==> config.mk <==
export PLATFORM = sky130hd
export DESIGN_NAME = svp_fifo
export DESIGN_NICKNAME = d
export VERILOG_FILES = /design/src/sv/svp_pkg.sv /design/src/sv/svp_fifo.sv
export SDC_FILE = /design/constraint.sdc
export NUM_CORES = 1
export LEC_CHECK = 0
export ABC_AREA = 1
export BUFFER_PORTS_ARGS = -buffer_cell sky130_fd_sc_hd__buf_2
export CAP_MARGIN = 20
export CORE_MARGIN = 4
export CORE_UTILIZATION = 40
export CTS_CLUSTER_DIAMETER = 80
export DETAILED_ROUTE_END_ITERATION = 10
export SLEW_MARGIN = 20
export SYNTH_ARGS = -nofsm -noshare
export SYNTH_HDL_FRONTEND = slang
export SYNTH_SLANG_ARGS = --single-unit
==> constraint.sdc <==
create_clock -name clock -period 12.3 [get_ports clock]
set_input_delay 3.075 -clock clock [delete_from_list [all_inputs] [get_ports clock]]
set_output_delay 3.075 -clock clock [all_outputs]
set_load 0.01 [all_outputs]
==> src/sv/svp_pkg.sv <==
// ----------------------------------------------------------------------------
// svp_pkg: shared constants, tables and types for the sprite projection block
// Screen geometry, CORDIC arctangent table, derived projection constants and
// the item types passed between the front end, the queue and the back end.
// ----------------------------------------------------------------------------
package svp_pkg;

   localparam int SCREEN_WIDTH  = 1280;
   localparam int SCREEN_HEIGHT = 800;
   localparam int CELL_SIZE     = 64;
   localparam int VIEW_ANGLE    = 10923;
   localparam int CORDIC_STEPS  = 16;

   localparam int ATAN_ENTRIES = 24;
   localparam int STEPS = (CORDIC_STEPS < ATAN_ENTRIES) ? CORDIC_STEPS : ATAN_ENTRIES;
   localparam int SQRT_BITS = 16;

   localparam logic [31:0] QUARTER_TURN = 32'h4000_0000;
   localparam logic [31:0] HALF_TURN    = 32'h8000_0000;
   localparam logic [31:0] FLIP_HIGH    = 32'hC000_0000;
   localparam longint MARGIN_ANGLE = 136713055;
   localparam longint GAIN_COMP    = 652032874;

   // visibility threshold: half view angle plus 0.2 rad, in 32-bit binary angle
   localparam logic [32:0] VIS_LIMIT = 33'(longint'(VIEW_ANGLE) * 32768 + MARGIN_ANGLE);

   localparam logic [31:0] ATAN_TABLE [ATAN_ENTRIES] = '{
      32'h20000000, 32'h12E4051E, 32'h09FB385B, 32'h051111D4, 32'h028B0D43,
      32'h0145D7E1, 32'h00A2F61E, 32'h00517C55, 32'h0028BE53, 32'h00145F2F,
      32'h000A2F98, 32'h000517CC, 32'h00028BE6, 32'h000145F3, 32'h0000A2F9,
      32'h0000517C, 32'h000028BE, 32'h0000145F, 32'h00000A2F, 32'h00000517,
      32'h0000028B, 32'h00000145, 32'h000000A2, 32'h00000051
   };

   // rotation CORDIC on the constant half view angle, evaluated at elaboration
   function automatic longint view_cordic(input bit want_sin);
      longint x;
      longint y;
      longint z;
      longint t;
      x = GAIN_COMP;
      y = 0;
      z = longint'(VIEW_ANGLE) * 32768;
      for (int i = 0; i < STEPS; i++) begin
         if (z >= 0) begin
            t = x - (y >>> i);
            y = y + (x >>> i);
            z = z - longint'(ATAN_TABLE[i]);
         end else begin
            t = x + (y >>> i);
            y = y - (x >>> i);
            z = z + longint'(ATAN_TABLE[i]);
         end
         x = t;
      end
      return want_sin ? y : x;
   endfunction

   localparam longint VIEW_COS_RAW = view_cordic(1'b0);
   localparam longint VIEW_SIN_RAW = view_cordic(1'b1);
   localparam longint VIEW_COS = (VIEW_COS_RAW < 0) ? 0 : VIEW_COS_RAW;
   localparam longint VIEW_SIN = (VIEW_SIN_RAW <= 0) ? 1 : VIEW_SIN_RAW;

   // distance to projection plane, Q.16
   localparam longint DPP = (longint'(SCREEN_WIDTH / 2) * VIEW_COS * 65536) / VIEW_SIN;
   localparam int DPP_W = $clog2(DPP + 2);
   localparam longint SIZE_NUM = longint'(CELL_SIZE) * DPP;
   localparam int NUM_W = $clog2(SIZE_NUM + 2);
   localparam longint SIZE_SAT = SIZE_NUM >> 16;

   localparam int PERP_W = 30;
   localparam int PROD_W = 32 + DPP_W;
   localparam int OFFS_Q_W = DPP_W + 2;
   localparam int OFW = (OFFS_Q_W + 1 > 22) ? OFFS_Q_W + 1 : 22;
   localparam int SW = ((NUM_W > PERP_W + 16) ? NUM_W : PERP_W + 16) + 1;
   localparam int OW = DPP_W + 34;
   localparam int LOOP_N = (STEPS > SQRT_BITS) ? STEPS : SQRT_BITS;
   localparam int DIV_N = (OFFS_Q_W > 16) ? OFFS_Q_W : 16;

   localparam int FIFO_DEPTH = 4;
   localparam int FIFO_PTR_W = 2;

   typedef struct packed {
      logic [11:0] player_x;
      logic [11:0] player_y;
      logic [15:0] player_heading;
   } svp_cfg_type;

   typedef struct packed {
      logic signed [12:0] dx;
      logic signed [12:0] dy;
      logic [31:0]        diff;
      logic [15:0]        boff;
      logic               vis;
   } svp_item_type;

   typedef struct packed {
      logic               visible;
      logic [15:0]        bearing_offset;
      logic [15:0]        sprite_distance;
      logic [15:0]        projected_size;
      logic [9:0]         top_row;
      logic [9:0]         bottom_row;
      logic signed [15:0] left_column;
      logic signed [15:0] right_column;
   } svp_result_type;

endpackage

==> src/sv/svp_fifo.sv <==
// ----------------------------------------------------------------------------
// svp_fifo: short queue between the front end and the back end
// Register-based, first word read straight from the head entry.
// ----------------------------------------------------------------------------
module svp_fifo (
   input  logic                  clock,
   input  logic                  reset,
   input  logic                  push,
   input  svp_pkg::svp_item_type push_item,
   output logic                  full,
   input  logic                  pop,
   output logic                  empty,
   output svp_pkg::svp_item_type head_item
);
   import svp_pkg::*;

   svp_item_type          mem_ff [FIFO_DEPTH];
   logic [FIFO_PTR_W-1:0] wr_ff;
   logic [FIFO_PTR_W-1:0] rd_ff;
   logic [FIFO_PTR_W:0]   cnt_ff;
   logic                  do_push;
   logic                  do_pop;

   assign full      = cnt_ff == (FIFO_PTR_W+1)'(FIFO_DEPTH);
   assign empty     = cnt_ff == '0;
   assign do_push   = push && !full;
   assign do_pop    = pop && !empty;
   assign head_item = mem_ff[rd_ff];

   always_ff @(posedge clock) begin
      if (reset) begin
         wr_ff  <= '0;
         rd_ff  <= '0;
         cnt_ff <= '0;
      end else begin
         if (do_push) wr_ff <= wr_ff + 1'b1;
         if (do_pop)  rd_ff <= rd_ff + 1'b1;
         if (do_push && !do_pop) begin
            cnt_ff <= cnt_ff + 1'b1;
         end else if (do_pop && !do_push) begin
            cnt_ff <= cnt_ff - 1'b1;
         end
      end
   end

   always_ff @(posedge clock) begin
      if (do_push) begin
         mem_ff[wr_ff] <= push_item;
      end
   end

endmodule

==> impl_metrics.tcl <==
set metrics [dict create \
    drc 0 \
    clk_path_buf_depth 3 \
    coreArea_um2 29900 \
    place_area_um2 13200 \
    synthTopCellsByCount "300 x edfxtp_1, 126 x o21ai_0, 119 x nor2_1" \
    final.setup_skew_ps 8.14 \
    arrival_ps 3100 \
    insertion_delay_ps 490 \
    syn_area_um2 12200 \
    max_freq_mhz 162 \
    grt_max_degree 109 \
    synthFlopType "edfxtp_1" \
    synth-edff-count 300 \
    syn_inst 795 \
    clkTransAtPathRegs_ps 60 \
    startpoint_type "flip-flop" \
    fin_cells 1361 \
    cp_max_fo 102 \
    die_height_um 183 \
    crit_required_ps 9220 \
    gp_congestion 0.698 \
    antenna_found_initial 4 \
    detail_route.first_pass.iterations 4 \
    critPathKind "flip-flop to output pin" \
    post-synth-top-count-cell "edfxtp_1" \
    n_fill_cell 2587 \
    drive_gt1_share_pct 31.9 \
    synth_cell_type_count 25 \
    synth_area_leaders "edfxtp_1 74%, o21ai_0 5.2%, o22ai_2 4.1%, nor2_4 3.7%, nor2_1 3.7%" \
    worst_pin_slew_ps 934 \
    layout.nets 1033 \
    fp.dieW_um 183 \
    synthArstFlopShare_pct 0 \
    drv_slew 0 \
    run_status "complete, no violations" \
    post_cts_buffers 0 \
    num_rows 63 \
    drt-total-wl_um 25300 \
    cts_hold_buffers 0 \
    yosysTopAreaCell "edfxtp_1" \
    cts_tree "done" \
    rsz0062_at_grt "false" \
    ctsResizeCount 0 \
    multi_input_area_um2 2640 \
    cts.sinks 309 \
    setup_viol 0 \
    powerDensity_nw_per_um2 212 \
    root_buffer "clkbuf_16" \
    io_pins 156 \
    max_slew_margin_pct 37.6 \
    wire_per_inst_um 18.6 \
    dp.cells 1301 \
    final.setup.tns_ps 0 \
    post-route-period-util_pct 50.2 \
    worst_setup_path_end_kind "output pin" \
    finalHoldViolCount 0 \
    fp.dieArea_um2 33400 \
    antenna_left 0 \
    syn_avg_cell_area_um2 15.4 \
    vdd_ir_drop_max_mv 0.0927 \
    synth_top_area_share_pct 73.8 \
    worstHoldPathType "flip-flop to flip-flop" \
    regArea_um2 9190 \
    start_util_pct 40.9 \
    cts_buffers 34 \
    grt_pass1_vias 7003 \
    viasPerCell 5.06 \
    max_cap_violations 0 \
    htreeDepth 2 \
    drtIter0Drc 406 \
    yosysSeqAreaShare_pct 75.2 \
    portBuffers 155 \
    fin_crit_ps 6180 \
    ys_warn_count 0 \
    syn_to_final_growth_pct 17.8 \
    grt_usage_pct 14.9 \
    synth-seq-cells 309 \
    grt_pass1_wl_um 39400 \
    p_leak_uw 0.00493 \
    syn_nets 880 \
    design_area_um2 14400 \
    antenna_cells 0 \
    grt_overflow 0 \
    via_count 6887 \
    hpwl_um 14000 \
    holdWs_ps 503 \
]
logic make-up after synthesis:
| kind of cell | after synthesis | share of synthesized area, % |
|---|---|---|
| DFF | 309 | 75.2 |
| adders and majority gates | 6 | 0.676 |
| buffers and inverters | 66 | 3.36 |
| and+or+nand+nor | 184 | 8.29 |
| xor gates and xnor gates | 1 | 0.0717 |
| AOI/OAI and AO/OA | 229 | 12.4 |
final cells by class:
cell class / instances / area share (%)
clock buffers: 45 / 6.64
clock inverters: 14 / 1.17
inverters: 18 / 0.522
multi-input cells: 420 / 18.4
flip-flops and latches: 309 / 63.9
well taps: 390 / 3.39
repair buffers: 165 / 6.03
routing by layer:
layer,wire [um],GRT usage (%),vias to the layer above
li1,-,-,3287
met2,12400,24.9,159
met1,10900,19.8,3394
met5,48,0,-
met4,431,3.39,8
met3,1570,4.01,39
power breakdown:
group	switching [uW]	total (uW)	internal (uW)
clock	378	1010	629
combinational	478	722	244
sequential	41.3	1320	1280
registers in the layout, summed over array words and instances, names as in the netlist, named ones only:
signal  flops
cnt_ff      3
rd_ff       2
wr_ff       2
mem_ff    300
placed cells by master (no fill, tap or decap), types with 2 or more instances in the layout:
| cell | count |
|---|---|
| nand2_1 | 15 |
| nor2_4 | 44 |
| clkbuf_16 | 37 |
| nor2_1 | 115 |
| o21ai_0 | 126 |
| bufinv_16 | 4 |
| inv_2 | 2 |
| buf_4 | 8 |
| a21oi_1 | 3 |
| clkinvlp_4 | 2 |
| clkinv_2 | 3 |
| clkinv_1 | 5 |
| edfxtp_1 | 300 |
| dfxtp_1 | 7 |
| buf_2 | 155 |
| o21ai_1 | 20 |
| nand3_1 | 4 |
| inv_1 | 15 |
| o22ai_2 | 40 |
| nor2_2 | 5 |
| o22ai_1 | 35 |
| ha_1 | 5 |
| clkbuf_1 | 8 |
| o21ai_2 | 5 |
metrics by stage:
stage / total power [uW] / util, % / worst slack [ps]
final: 3050 / 48.2 / 6120
after CTS: 3100 / 48.1 / 6090
after detailed placement: 2080 / 44.3 / 6630
after global routing: 3220 / 48.2 / 5910
after global placement: 2070 / 44.3 / 6680
after floorplan: 1850 / - / 5460
worst max-delay path, stage by stage (launching register included):
cell and delay (ps):
dfxtp_4 490, inv_8 590, buf_4 830, o21ai_0 250, o22ai_2 150, buf_2 160
final timing paths:
check | start | end | slack [ps] | cells past startpoint
worst min register to register | rd_ff[1] | flip-flop | 500 | 2
worst min-delay path | rd_ff[1] | flip-flop | 500 | 2
worst max-delay path | flip-flop | head_item[7] | 6120 | 5
worst max register to register | cnt_ff[0] | mem_ff[2][20] | 9430 | 5
(Power assumes the default switching activity.)
