## src/sv/svp_pkg.sv

```systemverilog
// ----------------------------------------------------------------------------
// svp_pkg: shared constants, tables and types for the sprite projection block
// Screen geometry, CORDIC arctangent table, derived projection constants and
// the item types passed between the front end, the queue and the back end.
// ----------------------------------------------------------------------------
package svp_pkg;

   localparam int SCREEN_WIDTH  = 1280;
   localparam int SCREEN_HEIGHT = 800;
   localparam int CELL_SIZE     = 64;
   localparam int VIEW_ANGLE    = 10923;
   localparam int CORDIC_STEPS  = 16;

   localparam int ATAN_ENTRIES = 24;
   localparam int STEPS = (CORDIC_STEPS < ATAN_ENTRIES) ? CORDIC_STEPS : ATAN_ENTRIES;
   localparam int SQRT_BITS = 16;

   localparam logic [31:0] QUARTER_TURN = 32'h4000_0000;
   localparam logic [31:0] HALF_TURN    = 32'h8000_0000;
   localparam logic [31:0] FLIP_HIGH    = 32'hC000_0000;
   localparam longint MARGIN_ANGLE = 136713055;
   localparam longint GAIN_COMP    = 652032874;

   // visibility threshold: half view angle plus 0.2 rad, in 32-bit binary angle
   localparam logic [32:0] VIS_LIMIT = 33'(longint'(VIEW_ANGLE) * 32768 + MARGIN_ANGLE);

   localparam logic [31:0] ATAN_TABLE [ATAN_ENTRIES] = '{
      32'h20000000, 32'h12E4051E, 32'h09FB385B, 32'h051111D4, 32'h028B0D43,
      32'h0145D7E1, 32'h00A2F61E, 32'h00517C55, 32'h0028BE53, 32'h00145F2F,
      32'h000A2F98, 32'h000517CC, 32'h00028BE6, 32'h000145F3, 32'h0000A2F9,
      32'h0000517C, 32'h000028BE, 32'h0000145F, 32'h00000A2F, 32'h00000517,
      32'h0000028B, 32'h00000145, 32'h000000A2, 32'h00000051
   };

   // rotation CORDIC on the constant half view angle, evaluated at elaboration
   function automatic longint view_cordic(input bit want_sin);
      longint x;
      longint y;
      longint z;
      longint t;
      x = GAIN_COMP;
      y = 0;
      z = longint'(VIEW_ANGLE) * 32768;
      for (int i = 0; i < STEPS; i++) begin
         if (z >= 0) begin
            t = x - (y >>> i);
            y = y + (x >>> i);
            z = z - longint'(ATAN_TABLE[i]);
         end else begin
            t = x + (y >>> i);
            y = y - (x >>> i);
            z = z + longint'(ATAN_TABLE[i]);
         end
         x = t;
      end
      return want_sin ? y : x;
   endfunction

   localparam longint VIEW_COS_RAW = view_cordic(1'b0);
   localparam longint VIEW_SIN_RAW = view_cordic(1'b1);
   localparam longint VIEW_COS = (VIEW_COS_RAW < 0) ? 0 : VIEW_COS_RAW;
   localparam longint VIEW_SIN = (VIEW_SIN_RAW <= 0) ? 1 : VIEW_SIN_RAW;

   // distance to projection plane, Q.16
   localparam longint DPP = (longint'(SCREEN_WIDTH / 2) * VIEW_COS * 65536) / VIEW_SIN;
   localparam int DPP_W = $clog2(DPP + 2);
   localparam longint SIZE_NUM = longint'(CELL_SIZE) * DPP;
   localparam int NUM_W = $clog2(SIZE_NUM + 2);
   localparam longint SIZE_SAT = SIZE_NUM >> 16;

   localparam int PERP_W = 30;
   localparam int PROD_W = 32 + DPP_W;
   localparam int OFFS_Q_W = DPP_W + 2;
   localparam int OFW = (OFFS_Q_W + 1 > 22) ? OFFS_Q_W + 1 : 22;
   localparam int SW = ((NUM_W > PERP_W + 16) ? NUM_W : PERP_W + 16) + 1;
   localparam int OW = DPP_W + 34;
   localparam int LOOP_N = (STEPS > SQRT_BITS) ? STEPS : SQRT_BITS;
   localparam int DIV_N = (OFFS_Q_W > 16) ? OFFS_Q_W : 16;

   localparam int FIFO_DEPTH = 4;
   localparam int FIFO_PTR_W = 2;

   typedef struct packed {
      logic [11:0] player_x;
      logic [11:0] player_y;
      logic [15:0] player_heading;
   } svp_cfg_type;

   typedef struct packed {
      logic signed [12:0] dx;
      logic signed [12:0] dy;
      logic [31:0]        diff;
      logic [15:0]        boff;
      logic               vis;
   } svp_item_type;

   typedef struct packed {
      logic               visible;
      logic [15:0]        bearing_offset;
      logic [15:0]        sprite_distance;
      logic [15:0]        projected_size;
      logic [9:0]         top_row;
      logic [9:0]         bottom_row;
      logic signed [15:0] left_column;
      logic signed [15:0] right_column;
   } svp_result_type;

endpackage

```

## src/sv/svp_front.sv

```systemverilog
// ----------------------------------------------------------------------------
// svp_front: request intake, vectoring CORDIC bearing and visibility test
// Pipelined atan2 of the player-to-sprite vector, one iteration per stage,
// then heading difference, wrap, rounding and the field-of-view compare.
// ----------------------------------------------------------------------------
module svp_front (
   input  logic                 clock,
   input  logic                 reset,
   input  svp_pkg::svp_cfg_type cfg,
   input  logic                 in_valid,
   output logic                 in_ready,
   input  logic [11:0]          sprite_x,
   input  logic [11:0]          sprite_y,
   output logic                 out_valid,
   input  logic                 out_ready,
   output svp_pkg::svp_item_type out_item
);
   import svp_pkg::*;

   logic en;
   logic               v_ff    [STEPS+1];
   logic signed [31:0] cx_ff   [STEPS+1];
   logic signed [31:0] cy_ff   [STEPS+1];
   logic [31:0]        cz_ff   [STEPS+1];
   logic               zero_ff [STEPS+1];
   logic signed [12:0] dx_ff   [STEPS+1];
   logic signed [12:0] dy_ff   [STEPS+1];
   logic               iv_ff;
   svp_item_type       item_ff;
   svp_item_type       item_in;

   logic signed [12:0] dx_in;
   logic signed [12:0] dy_in;
   logic signed [31:0] x_in;
   logic signed [31:0] y_in;
   logic [31:0]        z_in;
   logic [31:0]        z_fin;
   logic [31:0]        diff;
   logic [32:0]        mag;
   logic [32:0]        rnd;

   // whole pipe holds while the finished request cannot enter the queue
   assign en       = !iv_ff || out_ready;
   assign in_ready = en;

   always_comb begin
      dx_in = $signed({1'b0, sprite_x}) - $signed({1'b0, cfg.player_x});
      dy_in = $signed({1'b0, sprite_y}) - $signed({1'b0, cfg.player_y});
      x_in  = {{3{dx_in[12]}}, dx_in, 16'h0000};
      y_in  = {{3{dy_in[12]}}, dy_in, 16'h0000};
      z_in  = '0;
      if (dx_in < 0) begin
         x_in = -x_in;
         y_in = -y_in;
         z_in = HALF_TURN;
      end
   end

   always_ff @(posedge clock) begin
      if (reset) begin
         v_ff[0] <= 1'b0;
      end else if (en) begin
         v_ff[0] <= in_valid;
      end
   end

   always_ff @(posedge clock) begin
      if (en) begin
         cx_ff[0]   <= x_in;
         cy_ff[0]   <= y_in;
         cz_ff[0]   <= z_in;
         zero_ff[0] <= (dx_in == 0) && (dy_in == 0);
         dx_ff[0]   <= dx_in;
         dy_ff[0]   <= dy_in;
      end
   end

   for (genvar k = 0; k < STEPS; k++) begin : g_step
      logic signed [31:0] xs;
      logic signed [31:0] ys;
      assign xs = cx_ff[k] >>> k;
      assign ys = cy_ff[k] >>> k;

      always_ff @(posedge clock) begin
         if (reset) begin
            v_ff[k+1] <= 1'b0;
         end else if (en) begin
            v_ff[k+1] <= v_ff[k];
         end
      end

      always_ff @(posedge clock) begin
         if (en) begin
            if (cy_ff[k] > 0) begin
               cx_ff[k+1] <= cx_ff[k] + ys;
               cy_ff[k+1] <= cy_ff[k] - xs;
               cz_ff[k+1] <= cz_ff[k] + ATAN_TABLE[k];
            end else begin
               cx_ff[k+1] <= cx_ff[k] - ys;
               cy_ff[k+1] <= cy_ff[k] + xs;
               cz_ff[k+1] <= cz_ff[k] - ATAN_TABLE[k];
            end
            zero_ff[k+1] <= zero_ff[k];
            dx_ff[k+1]   <= dx_ff[k];
            dy_ff[k+1]   <= dy_ff[k];
         end
      end
   end

   // heading difference, wrap to magnitude, round to 16-bit angle
   always_comb begin
      z_fin = zero_ff[STEPS] ? 32'h0000_0000 : cz_ff[STEPS];
      diff  = {cfg.player_heading, 16'h0000} - z_fin;
      mag   = diff[31] ? (33'h1_0000_0000 - {1'b0, diff}) : {1'b0, diff};
      rnd   = mag + 33'h0_0000_8000;
      item_in.dx   = dx_ff[STEPS];
      item_in.dy   = dy_ff[STEPS];
      item_in.diff = diff;
      item_in.boff = rnd[31:16];
      item_in.vis  = mag < VIS_LIMIT;
   end

   always_ff @(posedge clock) begin
      if (reset) begin
         iv_ff <= 1'b0;
      end else if (en) begin
         iv_ff <= v_ff[STEPS];
      end
   end

   always_ff @(posedge clock) begin
      if (en) begin
         item_ff <= item_in;
      end
   end

   assign out_valid = iv_ff;
   assign out_item  = item_ff;

endmodule

```

## config.mk

```make
export PLATFORM = sky130hd
export DESIGN_NAME = svp_front
export DESIGN_NICKNAME = d
export VERILOG_FILES = /design/src/sv/svp_pkg.sv /design/src/sv/svp_front.sv
export SDC_FILE = /design/constraint.sdc
export NUM_CORES = 2
export LEC_CHECK = 0
export ABC_CLOCK_PERIOD_IN_PS = 37700
export BUFFER_PORTS_ARGS = -buffer_cell sky130_fd_sc_hd__buf_4
export CAP_MARGIN = 5
export CORE_MARGIN = 5
export CORE_UTILIZATION = 55
export DETAILED_ROUTE_END_ITERATION = 12
export PLACE_DENSITY = 0.71
export REMOVE_ABC_BUFFERS = 1
export SLEW_MARGIN = 40
export SYNTH_ARGS = -nofsm -noshare
export SYNTH_HDL_FRONTEND = slang
export SYNTH_SLANG_ARGS = --single-unit
```

## constraint.sdc

```tcl
create_clock -name clock -period 37.7 [get_ports clock]
set_input_delay 7.54 -clock clock [delete_from_list [all_inputs] [get_ports clock]]
set_output_delay 7.54 -clock clock [all_outputs]
set_load 0.05 [all_outputs]
```

==> flow_metrics.tcl <==
set metrics [dict create \
    hold_path.class "reg -> reg" \
    place.detailed.hpwl_um 218000 \
    hold_viol_final 0 \
    worst_slew_margin_rel_pct 41.6 \
    criticalPathCategory "in -> out" \
    cts_max_level 4 \
    maximum_fanout_encountered_on_the_critical_timing_path 23 \
    synth_cells 11784 \
    die_area_sq_mm 0.234 \
    finClkSkew_ps 72.0 \
    final_nets 13360 \
    crit_path_start_kind "input pin" \
    route.detailed.vias_per_inst 5.97 \
    syn_to_final_growth_pct 9.36 \
    grtUsageTotal_pct 23.6 \
    drcViolationCount 0 \
    die-width_um 484 \
    cts_tree "done" \
    drtPass1Iterations 7 \
    yosys_top_cell_by_area "sky130_fd_sc_hd__edfxtp_1" \
    post_drt_wl_per_cell_um 18.8 \
    rr_startpoint "cy_ff[5][6]" \
    route.final.wire_length_um 286000 \
    synthMostInstantiatedCell "sky130_fd_sc_hd__edfxtp_1" \
    maxClockFrequency_mhz 61.5 \
    timing.critical_path.to_type "output pin" \
    layout.core_utilization_pct 60.3 \
    antenna_found_initial 3 \
    grt_setup_unrepaired "no" \
    hold_start "dx_ff[10][12]" \
    multi_input_comb_area_sq_mm 0.0670 \
    setup.worst_path.start "out_ready" \
    grt_overflow_total 0 \
    cts_inserted_buffers 195 \
    num_io_pins 145 \
    yosys.area.top_type_share_pct 43.8 \
    worst-r2r-cell-count 27 \
    buffer_ports.inserted 143 \
    whs_ps 391 \
    cts.reportedPaths.clkPinSlew_ps 60 \
    postCtsSetupBuffers 0 \
    reg2reg_setup_slack_ps 29370 \
    synth_cell_type_count 95 \
    cts.repair.resized 0 \
    min_period_over_period_pct 43.1 \
    synth-main-ff-cell "sky130_fd_sc_hd__edfxtp_1" \
    setup_viol_count_final 0 \
    layout_min_cycle_time_ps 16250 \
    antenna_left 0 \
    dieHeight_um 484 \
    max-clock-path-buffers 3 \
    first_global_vias 88920 \
    final_max_slew_viol_count 0 \
    globalplace.congestion 0.932 \
    ys_seq_elements 1806 \
    start_util_pct 55.1 \
    ctsHoldBuffers 0 \
    mappedNetlistArea_sq_mm 0.124 \
    setup_tns_ps 0 \
    synth_sequential_area_ratio_pct 43.8 \
    reg2reg_capture_point "cy_ff[6][30]" \
    final_layout_size_suffix_gt1_share_pct 5.52 \
    cts_root_buffer "sky130_fd_sc_hd__clkbuf_16" \
    outcome "completed" \
    clock_insertion_delay_worst_skew_ps 850 \
    grt_start_max_net_pins 178 \
    ys.warnings.count 0 \
    tightestPinTransition_ps 866 \
    placement_row_count 174 \
    timing.max_cap.violations 0 \
    drt-initial-drc-count 6233 \
    synth.cells.most_frequent "sky130_fd_sc_hd__edfxtp_1, sky130_fd_sc_hd__ha_1, sky130_fd_sc_hd__xnor2_1" \
    min_delay_worst_endpoint "dx_ff[11][12]" \
    clock_sink_count 1806 \
    first_pass_grt_wire_length_um 459000 \
    num-fill-cells 18132 \
    final-seq-area_sq_mm 0.0542 \
    synthesis.area_per_instance_sq_um 10.5 \
    critPathArrivalTime_ps 8710 \
    worst_hold_path.num_cells 0 \
    vias 90572 \
    floorplan.core_area_sq_mm 0.224 \
    netlist_top_cells_area "sky130_fd_sc_hd__edfxtp_1, sky130_fd_sc_hd__ha_1, sky130_fd_sc_hd__xnor2_1" \
    edff_count_synth 1805 \
    endpoint_required_time_on_the_critical_path_ps 30160 \
    synth-async-reset-ratio_pct 0 \
]
==> registers in the layout, summed over array words and instances, names as in the netlist <==
name,flops
cz_ff,440
out_item,74
cx_ff,386
out_valid,1
cy_ff,431
zero_ff,17
dx_ff,220
v_ff,17
dy_ff,220
==> area by class of cell <==
cell class	instances	area share [%]
inverters	523	1.47
clock buffers	228	3.70
well taps	2992	2.77
flip-flops and latches	1806	40.1
repair buffers	206	1.25
diodes	3	0.00555
clock inverters	133	1.16
multi-input cells	9290	49.5
==> per-layer routing <==
metal	routed length [um]	vias to the layer above	share of wire, %	global-route usage, %
met5	13	-	0.0045	0
met4	10100	2	3.5	8.07
met3	10900	549	3.8	2.80
met2	144000	2024	50	42.4
met1	121000	43318	42	29.3
li1	-	44679	-	-
==> how the worst max path moves through the flow <==
stage | endpoint | slack [ps] | cells past startpoint
global route | in_ready | 21430 | 5
finish | in_ready | 21450 | 5
global placement | in_ready | 21470 | 5
CTS | in_ready | 21430 | 5
detailed placement | in_ready | 21430 | 5
floorplan | cx_ff[12][30] | 2780 | 18
==> metrics by stage <==
stage                     cell area (sq um)  std cells  setup slack [ps]
after floorplan                      123000      11619              2780
after global placement               128000      14811             21470
after detailed placement             128000      14812             21430
after CTS                            135000      15173             21430
after global routing                 135000      15180             21430
final                                135000      15181             21450
==> cells by family (layout without fill, tap and decap cells) <==
| group | after synthesis | after routing | synth area share (%) |
|---|---|---|---|
| AO/OA/AOI/OAI | 3227 | 3227 | 16.8 |
| AND/OR/NAND/NOR | 3156 | 3156 | 12.5 |
| flip-flops | 1806 | 1806 | 43.8 |
| XOR/XNOR | 1593 | 1593 | 11.3 |
| adder cells (fa/ha/maj) | 1270 | 1270 | 13.1 |
| buffers and inverters | 691 | 1090 | 2.12 |
| multiplexers | 40 | 40 | 0.335 |
| other | 1 | 7 | 0.00303 |
==> cells in the final DEF, fill, tap and decap left out, types with 52 or more instances in the layout <==
master and count:
sky130_fd_sc_hd__o211ai_1 58, sky130_fd_sc_hd__a21boi_0 52, sky130_fd_sc_hd__clkbuf_16 195, sky130_fd_sc_hd__a211oi_1 90
sky130_fd_sc_hd__and2_1 85, sky130_fd_sc_hd__nand3_1 238, sky130_fd_sc_hd__xnor2_1 1108, sky130_fd_sc_hd__nor2b_1 155
sky130_fd_sc_hd__o41ai_1 80, sky130_fd_sc_hd__nor4_1 108, sky130_fd_sc_hd__a31oi_1 94, sky130_fd_sc_hd__o21bai_1 138
sky130_fd_sc_hd__inv_1 509, sky130_fd_sc_hd__nand2b_1 175, sky130_fd_sc_hd__xor2_1 483, sky130_fd_sc_hd__edfxtp_1 1805
sky130_fd_sc_hd__a21oi_1 958, sky130_fd_sc_hd__o21a_1 167, sky130_fd_sc_hd__or4_1 64, sky130_fd_sc_hd__nand4_1 60
sky130_fd_sc_hd__o31ai_1 181, sky130_fd_sc_hd__nor3_1 310, sky130_fd_sc_hd__or2_2 74, sky130_fd_sc_hd__and3_1 105
sky130_fd_sc_hd__a21o_1 365, sky130_fd_sc_hd__nand2_1 680, sky130_fd_sc_hd__o21ai_0 651, sky130_fd_sc_hd__buf_4 187
sky130_fd_sc_hd__ha_1 1233, sky130_fd_sc_hd__or3_1 127, sky130_fd_sc_hd__nor2_1 860
==> critical path: stages <==
cell and delay (ps):
sky130_fd_sc_hd__buf_4 120, sky130_fd_sc_hd__nor2b_4 90, sky130_fd_sc_hd__buf_4 420, sky130_fd_sc_hd__inv_8 240, sky130_fd_sc_hd__buf_4 280
Power is left out: the tool's default activity adds up to more than one toggle a clock period on the data nets, which glitch-free logic cannot reach.
